<file path="src/hw/rtl/kdsl_pkg.sv">
// kdsl_pkg: shared types and constants for the key debounce short/long press block
// no dependencies
`default_nettype none

package kdsl_pkg;

  localparam int unsigned CountW   = 10;
  localparam int unsigned KeyW     = 3;
  localparam int unsigned FlagW    = 4;
  localparam int unsigned CfgW     = 10;
  localparam int unsigned CfgIdxW  = 2;

  localparam logic [CountW-1:0] CountCap = CountW'(1000);

  localparam logic [CfgW-1:0] DebounceTicksRst = CfgW'(2);
  localparam logic [CfgW-1:0] ShortLimitRst    = CfgW'(50);
  localparam logic [CfgW-1:0] LongTicksRst     = CfgW'(100);

  localparam logic [KeyW-1:0] KeyNone  = KeyW'(0);
  localparam logic [KeyW-1:0] KeyDown  = KeyW'(1);
  localparam logic [KeyW-1:0] KeyUp    = KeyW'(2);
  localparam logic [KeyW-1:0] KeyMode  = KeyW'(3);
  localparam logic [KeyW-1:0] KeyPower = KeyW'(4);

  typedef enum logic [1:0] {
    PH_IDLE     = 2'd0,
    PH_DEBOUNCE = 2'd1,
    PH_HELD     = 2'd2
  } phase_e;

  typedef enum logic [CfgIdxW-1:0] {
    CFG_DEBOUNCE_TICKS = 2'd0,
    CFG_SHORT_LIMIT    = 2'd1,
    CFG_LONG_TICKS     = 2'd2
  } cfg_idx_e;

  localparam logic CMD_TICK = 1'b0;
  localparam logic CMD_READ = 1'b1;

  typedef struct packed {
    logic [KeyW-1:0] key;
    logic            is_long;
  } event_t;

  function automatic logic [KeyW-1:0] pick_key(input logic [FlagW-1:0] flags);
    logic [KeyW-1:0] k;
    if (flags[0]) begin
      k = KeyDown;
    end else if (flags[1]) begin
      k = KeyUp;
    end else if (flags[2]) begin
      k = KeyMode;
    end else if (flags[3]) begin
      k = KeyPower;
    end else begin
      k = KeyNone;
    end
    return k;
  endfunction

endpackage

`default_nettype wire

</file>
<file path="src/hw/rtl/key_debounce_short_long_press_core.sv">
// key_debounce_short_long_press_core: key debounce with short and long press events
// depends on kdsl_pkg
`default_nettype none

// usage
// input channel (in_valid_i / in_ready_o) carries one transaction per scan tick
// (cmd_i = tick, pressed_i = key flags) or per read (cmd_i = read)
// every input transaction yields exactly one output transaction
// (event_key_o / event_long_o); ticks report zero, a read reports the pending
// event and clears it
// the result of each input transaction is registered in the output buffer
// throughput: one transaction per cycle while in_ready_o is high; the state
// update is a single priority pick, one counter and a few 10-bit compares
// a two-entry output buffer (result register plus skid register) lets the
// block take a new transaction while a result waits; in_ready_o drops only
// when both entries are full, so a stalled receiver stops input after two
// results
// reset clears the phase, counters, pending event and output buffer and
// restores debounce_ticks 2, short_limit 50, long_ticks 100
// configuration writes (cfg_we_i, cfg_index_i, cfg_data_i) take effect at the
// clock edge, index 3 is ignored
module key_debounce_short_long_press_core (
  input  wire                            clk_i,
  input  wire                            rst_ni,
  input  wire                            in_valid_i,
  output logic                           in_ready_o,
  input  wire                            cmd_i,
  input  wire  [kdsl_pkg::FlagW-1:0]     pressed_i,
  output logic                           out_valid_o,
  input  wire                            out_ready_i,
  output logic [kdsl_pkg::KeyW-1:0]      event_key_o,
  output logic                           event_long_o,
  input  wire                            cfg_we_i,
  input  wire  [kdsl_pkg::CfgIdxW-1:0]   cfg_index_i,
  input  wire  [kdsl_pkg::CfgW-1:0]      cfg_data_i
);

  logic [kdsl_pkg::CfgW-1:0] debounce_ticks_q, short_limit_q, long_ticks_q;

  kdsl_pkg::phase_e            phase_q, phase_d;
  logic [kdsl_pkg::CountW-1:0] count_q, count_d;
  logic [kdsl_pkg::KeyW-1:0]   held_key_q, held_key_d;
  kdsl_pkg::event_t            pending_q, pending_d;

  kdsl_pkg::event_t            result;
  kdsl_pkg::event_t            main_q, main_d, skid_q, skid_d;
  logic                        main_valid_q, main_valid_d, skid_valid_q, skid_valid_d;

  logic                        in_fire, out_fire;
  logic [kdsl_pkg::KeyW-1:0]   now_key;
  logic [kdsl_pkg::CountW:0]   count_inc;

  assign in_ready_o   = !skid_valid_q;
  assign in_fire      = in_valid_i && in_ready_o;
  assign out_valid_o  = main_valid_q;
  assign out_fire     = main_valid_q && out_ready_i;
  assign event_key_o  = main_q.key;
  assign event_long_o = main_q.is_long;

  assign now_key   = kdsl_pkg::pick_key(pressed_i);
  assign count_inc = {1'b0, count_q} + (kdsl_pkg::CountW+1)'(1);

  // configuration registers
  always_ff @(posedge clk_i or negedge rst_ni) begin
    if (!rst_ni) begin
      debounce_ticks_q <= kdsl_pkg::DebounceTicksRst;
      short_limit_q    <= kdsl_pkg::ShortLimitRst;
      long_ticks_q     <= kdsl_pkg::LongTicksRst;
    end else if (cfg_we_i) begin
      unique case (cfg_index_i)
        kdsl_pkg::CFG_DEBOUNCE_TICKS: debounce_ticks_q <= cfg_data_i;
        kdsl_pkg::CFG_SHORT_LIMIT:    short_limit_q    <= cfg_data_i;
        kdsl_pkg::CFG_LONG_TICKS:     long_ticks_q     <= cfg_data_i;
        default: ;
      endcase
    end
  end

  // press state machine
  always_comb begin
    phase_d    = phase_q;
    count_d    = count_q;
    held_key_d = held_key_q;
    pending_d  = pending_q;
    result     = '0;
    if (in_fire) begin
      if (cmd_i == kdsl_pkg::CMD_READ) begin
        result.key     = pending_q.key;
        result.is_long = (pending_q.key != kdsl_pkg::KeyNone) && pending_q.is_long;
        pending_d      = '0;
      end else begin
        unique case (phase_q)
          kdsl_pkg::PH_DEBOUNCE: begin
            if (now_key == held_key_q) begin
              count_d = count_inc[kdsl_pkg::CountW-1:0];
              if (count_inc >= {1'b0, debounce_ticks_q}) begin
                phase_d = kdsl_pkg::PH_HELD;
                count_d = '0;
              end
            end else begin
              phase_d = kdsl_pkg::PH_IDLE;
            end
          end
          kdsl_pkg::PH_HELD: begin
            if (now_key == kdsl_pkg::KeyNone) begin
              if (count_q < short_limit_q) begin
                pending_d.key     = held_key_q;
                pending_d.is_long = 1'b0;
              end
              phase_d = kdsl_pkg::PH_IDLE;
              count_d = '0;
            end else begin
              if (count_q == long_ticks_q) begin
                pending_d.key     = held_key_q;
                pending_d.is_long = 1'b1;
              end
              if (count_q >= kdsl_pkg::CountCap) begin
                count_d = kdsl_pkg::CountCap;
              end else begin
                count_d = count_inc[kdsl_pkg::CountW-1:0];
              end
            end
          end
          default: begin
            phase_d = kdsl_pkg::PH_IDLE;
            if (now_key != kdsl_pkg::KeyNone) begin
              held_key_d = now_key;
              count_d    = '0;
              phase_d    = kdsl_pkg::PH_DEBOUNCE;
            end
          end
        endcase
      end
    end
  end

  always_ff @(posedge clk_i or negedge rst_ni) begin
    if (!rst_ni) begin
      phase_q    <= kdsl_pkg::PH_IDLE;
      count_q    <= '0;
      held_key_q <= kdsl_pkg::KeyNone;
      pending_q  <= '0;
    end else begin
      phase_q    <= phase_d;
      count_q    <= count_d;
      held_key_q <= held_key_d;
      pending_q  <= pending_d;
    end
  end

  // output buffer: result register plus skid register
  always_comb begin
    main_d       = main_q;
    skid_d       = skid_q;
    main_valid_d = main_valid_q;
    skid_valid_d = skid_valid_q;
    if (!main_valid_q || out_fire) begin
      if (skid_valid_q) begin
        main_d       = skid_q;
        main_valid_d = 1'b1;
        skid_d       = result;
        skid_valid_d = in_fire;
      end else begin
        main_d       = result;
        main_valid_d = in_fire;
      end
    end else if (in_fire) begin
      skid_d       = result;
      skid_valid_d = 1'b1;
    end
  end

  always_ff @(posedge clk_i or negedge rst_ni) begin
    if (!rst_ni) begin
      main_valid_q <= 1'b0;
      skid_valid_q <= 1'b0;
    end else begin
      main_valid_q <= main_valid_d;
      skid_valid_q <= skid_valid_d;
    end
  end

  always_ff @(posedge clk_i) begin
    main_q <= main_d;
    skid_q <= skid_d;
  end

endmodule

`default_nettype wire
</file>
<file path="config.mk">
export PLATFORM = sky130hd
export DESIGN_NAME = key_debounce_short_long_press_core
export DESIGN_NICKNAME = d
export VERILOG_FILES = /design/src/hw/rtl/kdsl_pkg.sv /design/src/hw/rtl/key_debounce_short_long_press_core.sv
export SDC_FILE = /design/constraint.sdc
export NUM_CORES = 1
export LEC_CHECK = 0
export BUFFER_PORTS_ARGS = -buffer_cell sky130_fd_sc_hd__buf_2
export CAP_MARGIN = 20
export CORE_UTILIZATION = 30
export DETAILED_ROUTE_END_ITERATION = 10
export SLEW_MARGIN = 30
export SYNTH_ARGS = -nofsm -noshare
export SYNTH_HDL_FRONTEND = slang
export SYNTH_SLANG_ARGS = --single-unit
export TNS_END_PERCENT = 5
</file>
<file path="constraint.sdc">
create_clock -name clk_i -period 4.3 [get_ports clk_i]
set_clock_uncertainty 0.15 [all_clocks]
set_input_delay 0.215 -clock clk_i [delete_from_list [all_inputs] [get_ports clk_i]]
set_output_delay 0.215 -clock clk_i [all_outputs]
set_load 0.1 [all_outputs]
</file>
# Word level (Yosys, flattened, before mapping)
# Index checks and enable logic that the tools add are counted.
# op_classes
reduce_logical,23
n_addsub,1
n_eq_ne,11
order_cmp,3
n_bitwise,2
n_mux,30
# ops
operator,count
10-bit two-way mux,5
4-bit two-way mux,11
10-bit case mux with 2 select lines,1
4-bit AND reduction,4
3-bit two-way mux,4
3-bit nonzero test,4
10-bit by 1-bit adder with 11-bit output (second input constant),1
11-bit by 10-bit greater-or-equal comparator with 1-bit output,1
10-bit equality test,1
10-bit greater-or-equal comparator (second input constant),1
10-bit less-than comparator,1
2-bit AND reduction,4
2-bit two-way mux,3
2-bit inequality test (second input constant),3
1-bit two-way mux,5
2-bit by 1-bit equality test with 1-bit output (second input constant),2
2-bit equality test (second input constant),2
2-bit case mux with 2 select lines,1
2-bit nonzero test,2
3-bit equality test,1
1-bit logical AND,3
3-bit zero test,1
3-bit by 2-bit inequality test with 1-bit output (second input constant),1
3-bit inequality test (second input constant),1
5 further kinds,7
# word_totals
register_bits,59
output_inout_bits,6

# Depth between registers and ports, before layout
# depth
ltp_word,8
mapped_depth,12
ltp_nobuf,12

# Worst setup path after synthesis
# No wires, ideal clock.
# synth_path
path_kind,register to register
startpoint,reg count_q[0] in the netlist's numbering
endpoint,reg count_q[0] in the netlist's numbering
t_required_ns,4.085
n_path_buf,0
path_slack_ns,1.321
setup_time_ns,0.065
arrival_ns,2.764
path_stages_with_launch,13
period_less_slack_ns,2.979
cell_sequence,dfrtp_1 > ha_1 > and3_1 > nand3_2 > nor2_1 > xor2_1 > ha_1 > a21o_1 > a21oi_1 > o31a_1 > o211ai_2 > a2111oi_4 > mux2_2
# synth_via
elab_chain_len,5
word_cells_on_any_way,8
cone_classes,add/sub: 1; order compare: 2; mux: 5
# synth_rtl
element,line,rtl
"start, declared",key_debounce_short_long_press_core.sv:41,"logic [kdsl_pkg::CountW-1:0] count_q, count_d;"
"start signal, assigned",key_debounce_short_long_press_core.sv:145,count_q <= count_d;
10-bit by 1-bit adder with 11-bit output,key_debounce_short_long_press_core.sv:61,"assign count_inc = {1'b0, count_q} + (kdsl_pkg::CountW+1)'(1);"
11-bit by 10-bit greater-or-equal comparator with 1-bit output,key_debounce_short_long_press_core.sv:96,"if (count_inc >= {1'b0, debounce_ticks_q}) begin"
10-bit two-way mux,key_debounce_short_long_press_core.sv:96,
10-bit two-way mux,key_debounce_short_long_press_core.sv:94,if (now_key == held_key_q) begin
10-bit case mux with 2 select lines (*),key_debounce_short_long_press_core.sv:92,unique case (phase_q)
# Mark *: on every way between the ends. The rest lies on a longest branch, timed or not. The select of a mux whose other input is x is not followed.
# A chain may end at the register's enable or synchronous reset.

# Final worst setup path
# Same ends and word-level chain as after synthesis.

==> impl_metrics.ini <==
[synthesis]
synthAdderAreaFrac_pct = 8.25
ys_ff_latch = 59
yosys_warnings = 0
seq_area_frac_synth_pct = 43.7
synthSimpleGateAreaFrac_pct = 14.5
yosys.area.top_type = dfrtp_1
synth_flop_cell = dfrtp_1
async_reset_ff_share_pct = 86.4
muxShareOfSynthArea_pct = 7.74
synth_nets = 382
syn_avg_cell_area_sq_um = 10.4
yosysTopAreaCellShare_pct = 31.6
synth_compound_area_share_pct = 16.0
yosysUniqueCellTypes = 59
syn-instance-count = 337
synth_edf_count = 8
ys_top_cells_by_area = dfrtp_1 32%, ha_1 8.2%, mux2_2 7.7%, edfxtp_1 6.9%, dfstp_2 5.3%
synth_xor_area_share_pct = 4.77
syn-cell-area_sq_um = 3490
synth_top_family_by_area = compound AO/OA/AOI/OAI gates

[floorplan]
die_h_microns = 110
fp.dieW_microns = 110
num_io_pins = 28
die_area_sq_um = 12100
initial_core_util_pct = 30.7
rows = 39
core_sq_um = 11400

[final_layout]
nNetsFinal = 420
finalNonFillerCells = 523
drive_gt1_share_pct = 23.9
area_delta_synth_final_pct = 20.1
antennaDiodeCount = 0

[routing]
highest_layer = met4
dr.pass1.iters = 4
route.vias.total = 2581
drc = 0
postRouteWirelength_mm = 7.30
first_iter_violations = 72
met1_length_mm = 3.32
met2WireLength_mm = 3.59
via_per_inst = 4.93
wl_met3_microns = 300
wl_per_cell_microns = 14.0
detail-route-antenna-nets = 0

[timing]
grt_setup_unrepaired = false
period_minus_slack_ns = 3.38
fmax_mhz = 296
slew_headroom_pct = 51.8
final.setup.tns_ns = 0
setup_slack_ns = 0.919
hold_viol_final = 0
drv_slew = 0
worst_pin_slew_ns = 0.722
report.final.setup_viol = 0
fin_crit_sh_pct = 78.6

[global_routing]
antenna_found_initial = 0
grt_overflow = 0
grt_use_total_pct = 13.8
grt_max_degree = 52
grt_pass1_wl_mm = 12.6
first_global_vias = 2601

[clock_network]
clk_latency_ns = 0.33
cts_tree = yes
h-tree-depth = 3
cts_resized = 0
cts_sinks = 59
cts_root_buf = clkbuf_16
cts_setup_buffers = 0
clockBufferDepth = 2
ctsHoldBuffers = 11
cts_made_buffers = 9
clk_pin_slew_ns = 0.05

[place]
dp_cells = 496
post-place-ws_ns = 0.930
dpl.hpwl_mm = 5.33
portBuffers = 27
gp_congestion = 0.829

[worst_setup_path]
critPathCaptureType = flop
setup.worst_path.start_class = flop
required_ns = 4.42
criticalPathCategory = flop to flop
critical_path_arrival_ns = 3.50
critPathMaxFanout = 9

[status]
status = finished, final reports clean

[job]
maxCapViolations = 0

[worst_hold_path]
min_path_type = input pin to flop

[power_and_ir_drop]
power.leakage_nw = 1.86
power_density_nw_per_um2 = 481
vdd_drop_max_v = 0.000177
==> logic make-up (layout without fill, tap and decap cells) <==
kind of cell / count (synthesis) / in the layout
buffers and inverters: 42 / 85
and+or+nand+nor: 93 / 93
AOI/OAI and AO/OA: 77 / 77
adders and majority gates: 23 / 23
muxes: 24 / 24
DFF: 59 / 59
xor gates and xnor gates: 19 / 19
==> worst max-delay path: stages, from the launching register on <==
cell and delay, ns:
dfrtp_1 0.47, ha_1 0.25, and3_1 0.23, nand3_2 0.14, nor2_1 0.17, xor2_1 0.23, ha_1 0.28, a21o_1 0.18
a21oi_1 0.14, o31a_1 0.18, o211ai_2 0.25, a2111oi_4 0.44, mux2_2 0.22
==> power breakdown <==
group	switching (mW)	leakage [nW]	total [mW]	internal, mW
sequential	0.0748	0.709	0.739	0.664
clock	0.258	0.155	0.780	0.522
combinational	0.292	0.994	0.495	0.204
==> through the flow <==
stage / hold slack (ns) / utilization (%) / power, mW / cell area [sq um]
after global routing: 0.0113 / 36.9 / 2.13 / 4190
after global placement: 0.219 / 33.0 / 1.22 / 3750
after CTS: 0.00250 / 36.9 / 2.03 / 4190
final: 0.00630 / 36.9 / 2.01 / 4190
after floorplan: -0.231 / - / 1.10 / 3490
after detailed placement: 0.228 / 33.0 / 1.24 / 3750
==> metal layers <==
layer	vias to the layer above	track usage [%]
met5	-	0
met1	1253	16.6
met2	45	23.3
met4	0	4.57
li1	1276	-
met3	7	4.09
==> path summary, 6_finish.rpt <==
check / slack (ns) / depth (start not counted) / end / startpoint
hold / removal: 0.006 / 2 / debounce_ticks_q[0] / cfg_data_i[0]
setup reg to reg: 0.92 / 12 / count_q[0] / count_q[0]
setup / recovery: 0.92 / 12 / count_q[0] / count_q[0]
max in group asynchronous: 3.16 / 3 / short_limit_q[6] / rst_ni
min in group asynchronous: 0.37 / 3 / short_limit_q[0] / rst_ni
hold reg to reg: 0.36 / 1 / short_limit_q[6] / short_limit_q[6]
==> state kept, by name, summed over array words and instances, names as in the netlist <==
signal	count
count_q	10
debounce_ticks_q	10
long_ticks_q	10
short_limit_q	10
pending_q	4
skid_q	4
event_key_o	3
held_key_q	3
phase_q	2
event_long_o	1
out_valid_o	1
skid_valid_q	1
==> cell type report <==
class | count | area (sq um)
clock buffers | 10 | 239
well taps | 143 | 179
inverters | 30 | 113
multi-input cells | 236 | 1790
clock inverters | 6 | 88.8
flip-flops and latches | 59 | 1530
repair buffers | 39 | 253
fillers | 1141 | 7180
==> layout by cell type, fill, tap and decap left out, types with 3 or more instances in the layout <==
cell type | netlist | final
dfrtp_1 | 44 | 44
nand2_1 | 32 | 32
inv_1 | 30 | 30
buf_2 | 3 | 27
mux2_2 | 24 | 24
ha_1 | 23 | 23
a21oi_1 | 21 | 21
o21ai_0 | 18 | 18
nor2_1 | 14 | 14
dlygate4sd3_1 | 0 | 11
xnor2_1 | 10 | 10
xor2_1 | 9 | 9
clkbuf_16 | 0 | 9
nor2b_1 | 8 | 8
edfxtp_1 | 8 | 8
nand3_1 | 7 | 7
dfstp_2 | 7 | 7
and3_1 | 5 | 5
a21o_1 | 5 | 5
nor3_1 | 4 | 4
nand4_1 | 3 | 3
o22a_1 | 3 | 3
o311ai_1 | 3 | 3
==> synthesized netlist by cell type, types with 2 or more instances <==
library cell / n
nor3_1: 4
ha_1: 23
mux2_2: 24
clkbuf_1: 7
nand2b_1: 2
dfrtp_1: 44
a21oi_1: 21
xor2_1: 9
inv_1: 30
and3_1: 5
nand3b_1: 2
nor4b_2: 2
nor2b_1: 8
nand3_2: 2
a22o_1: 2
o311ai_1: 3
nor3b_2: 2
buf_2: 3
xnor2_1: 10
o211ai_1: 2
nand3_1: 7
edfxtp_1: 8
a221oi_1: 2
nand4_1: 3
nor2_1: 14
or3_1: 2
a21o_1: 5
o21a_1: 2
dfstp_2: 7
buf_6: 2
o22a_1: 3
nor4_1: 2
o21ai_0: 18
nand2_1: 32
(Power assumes the default switching activity.)
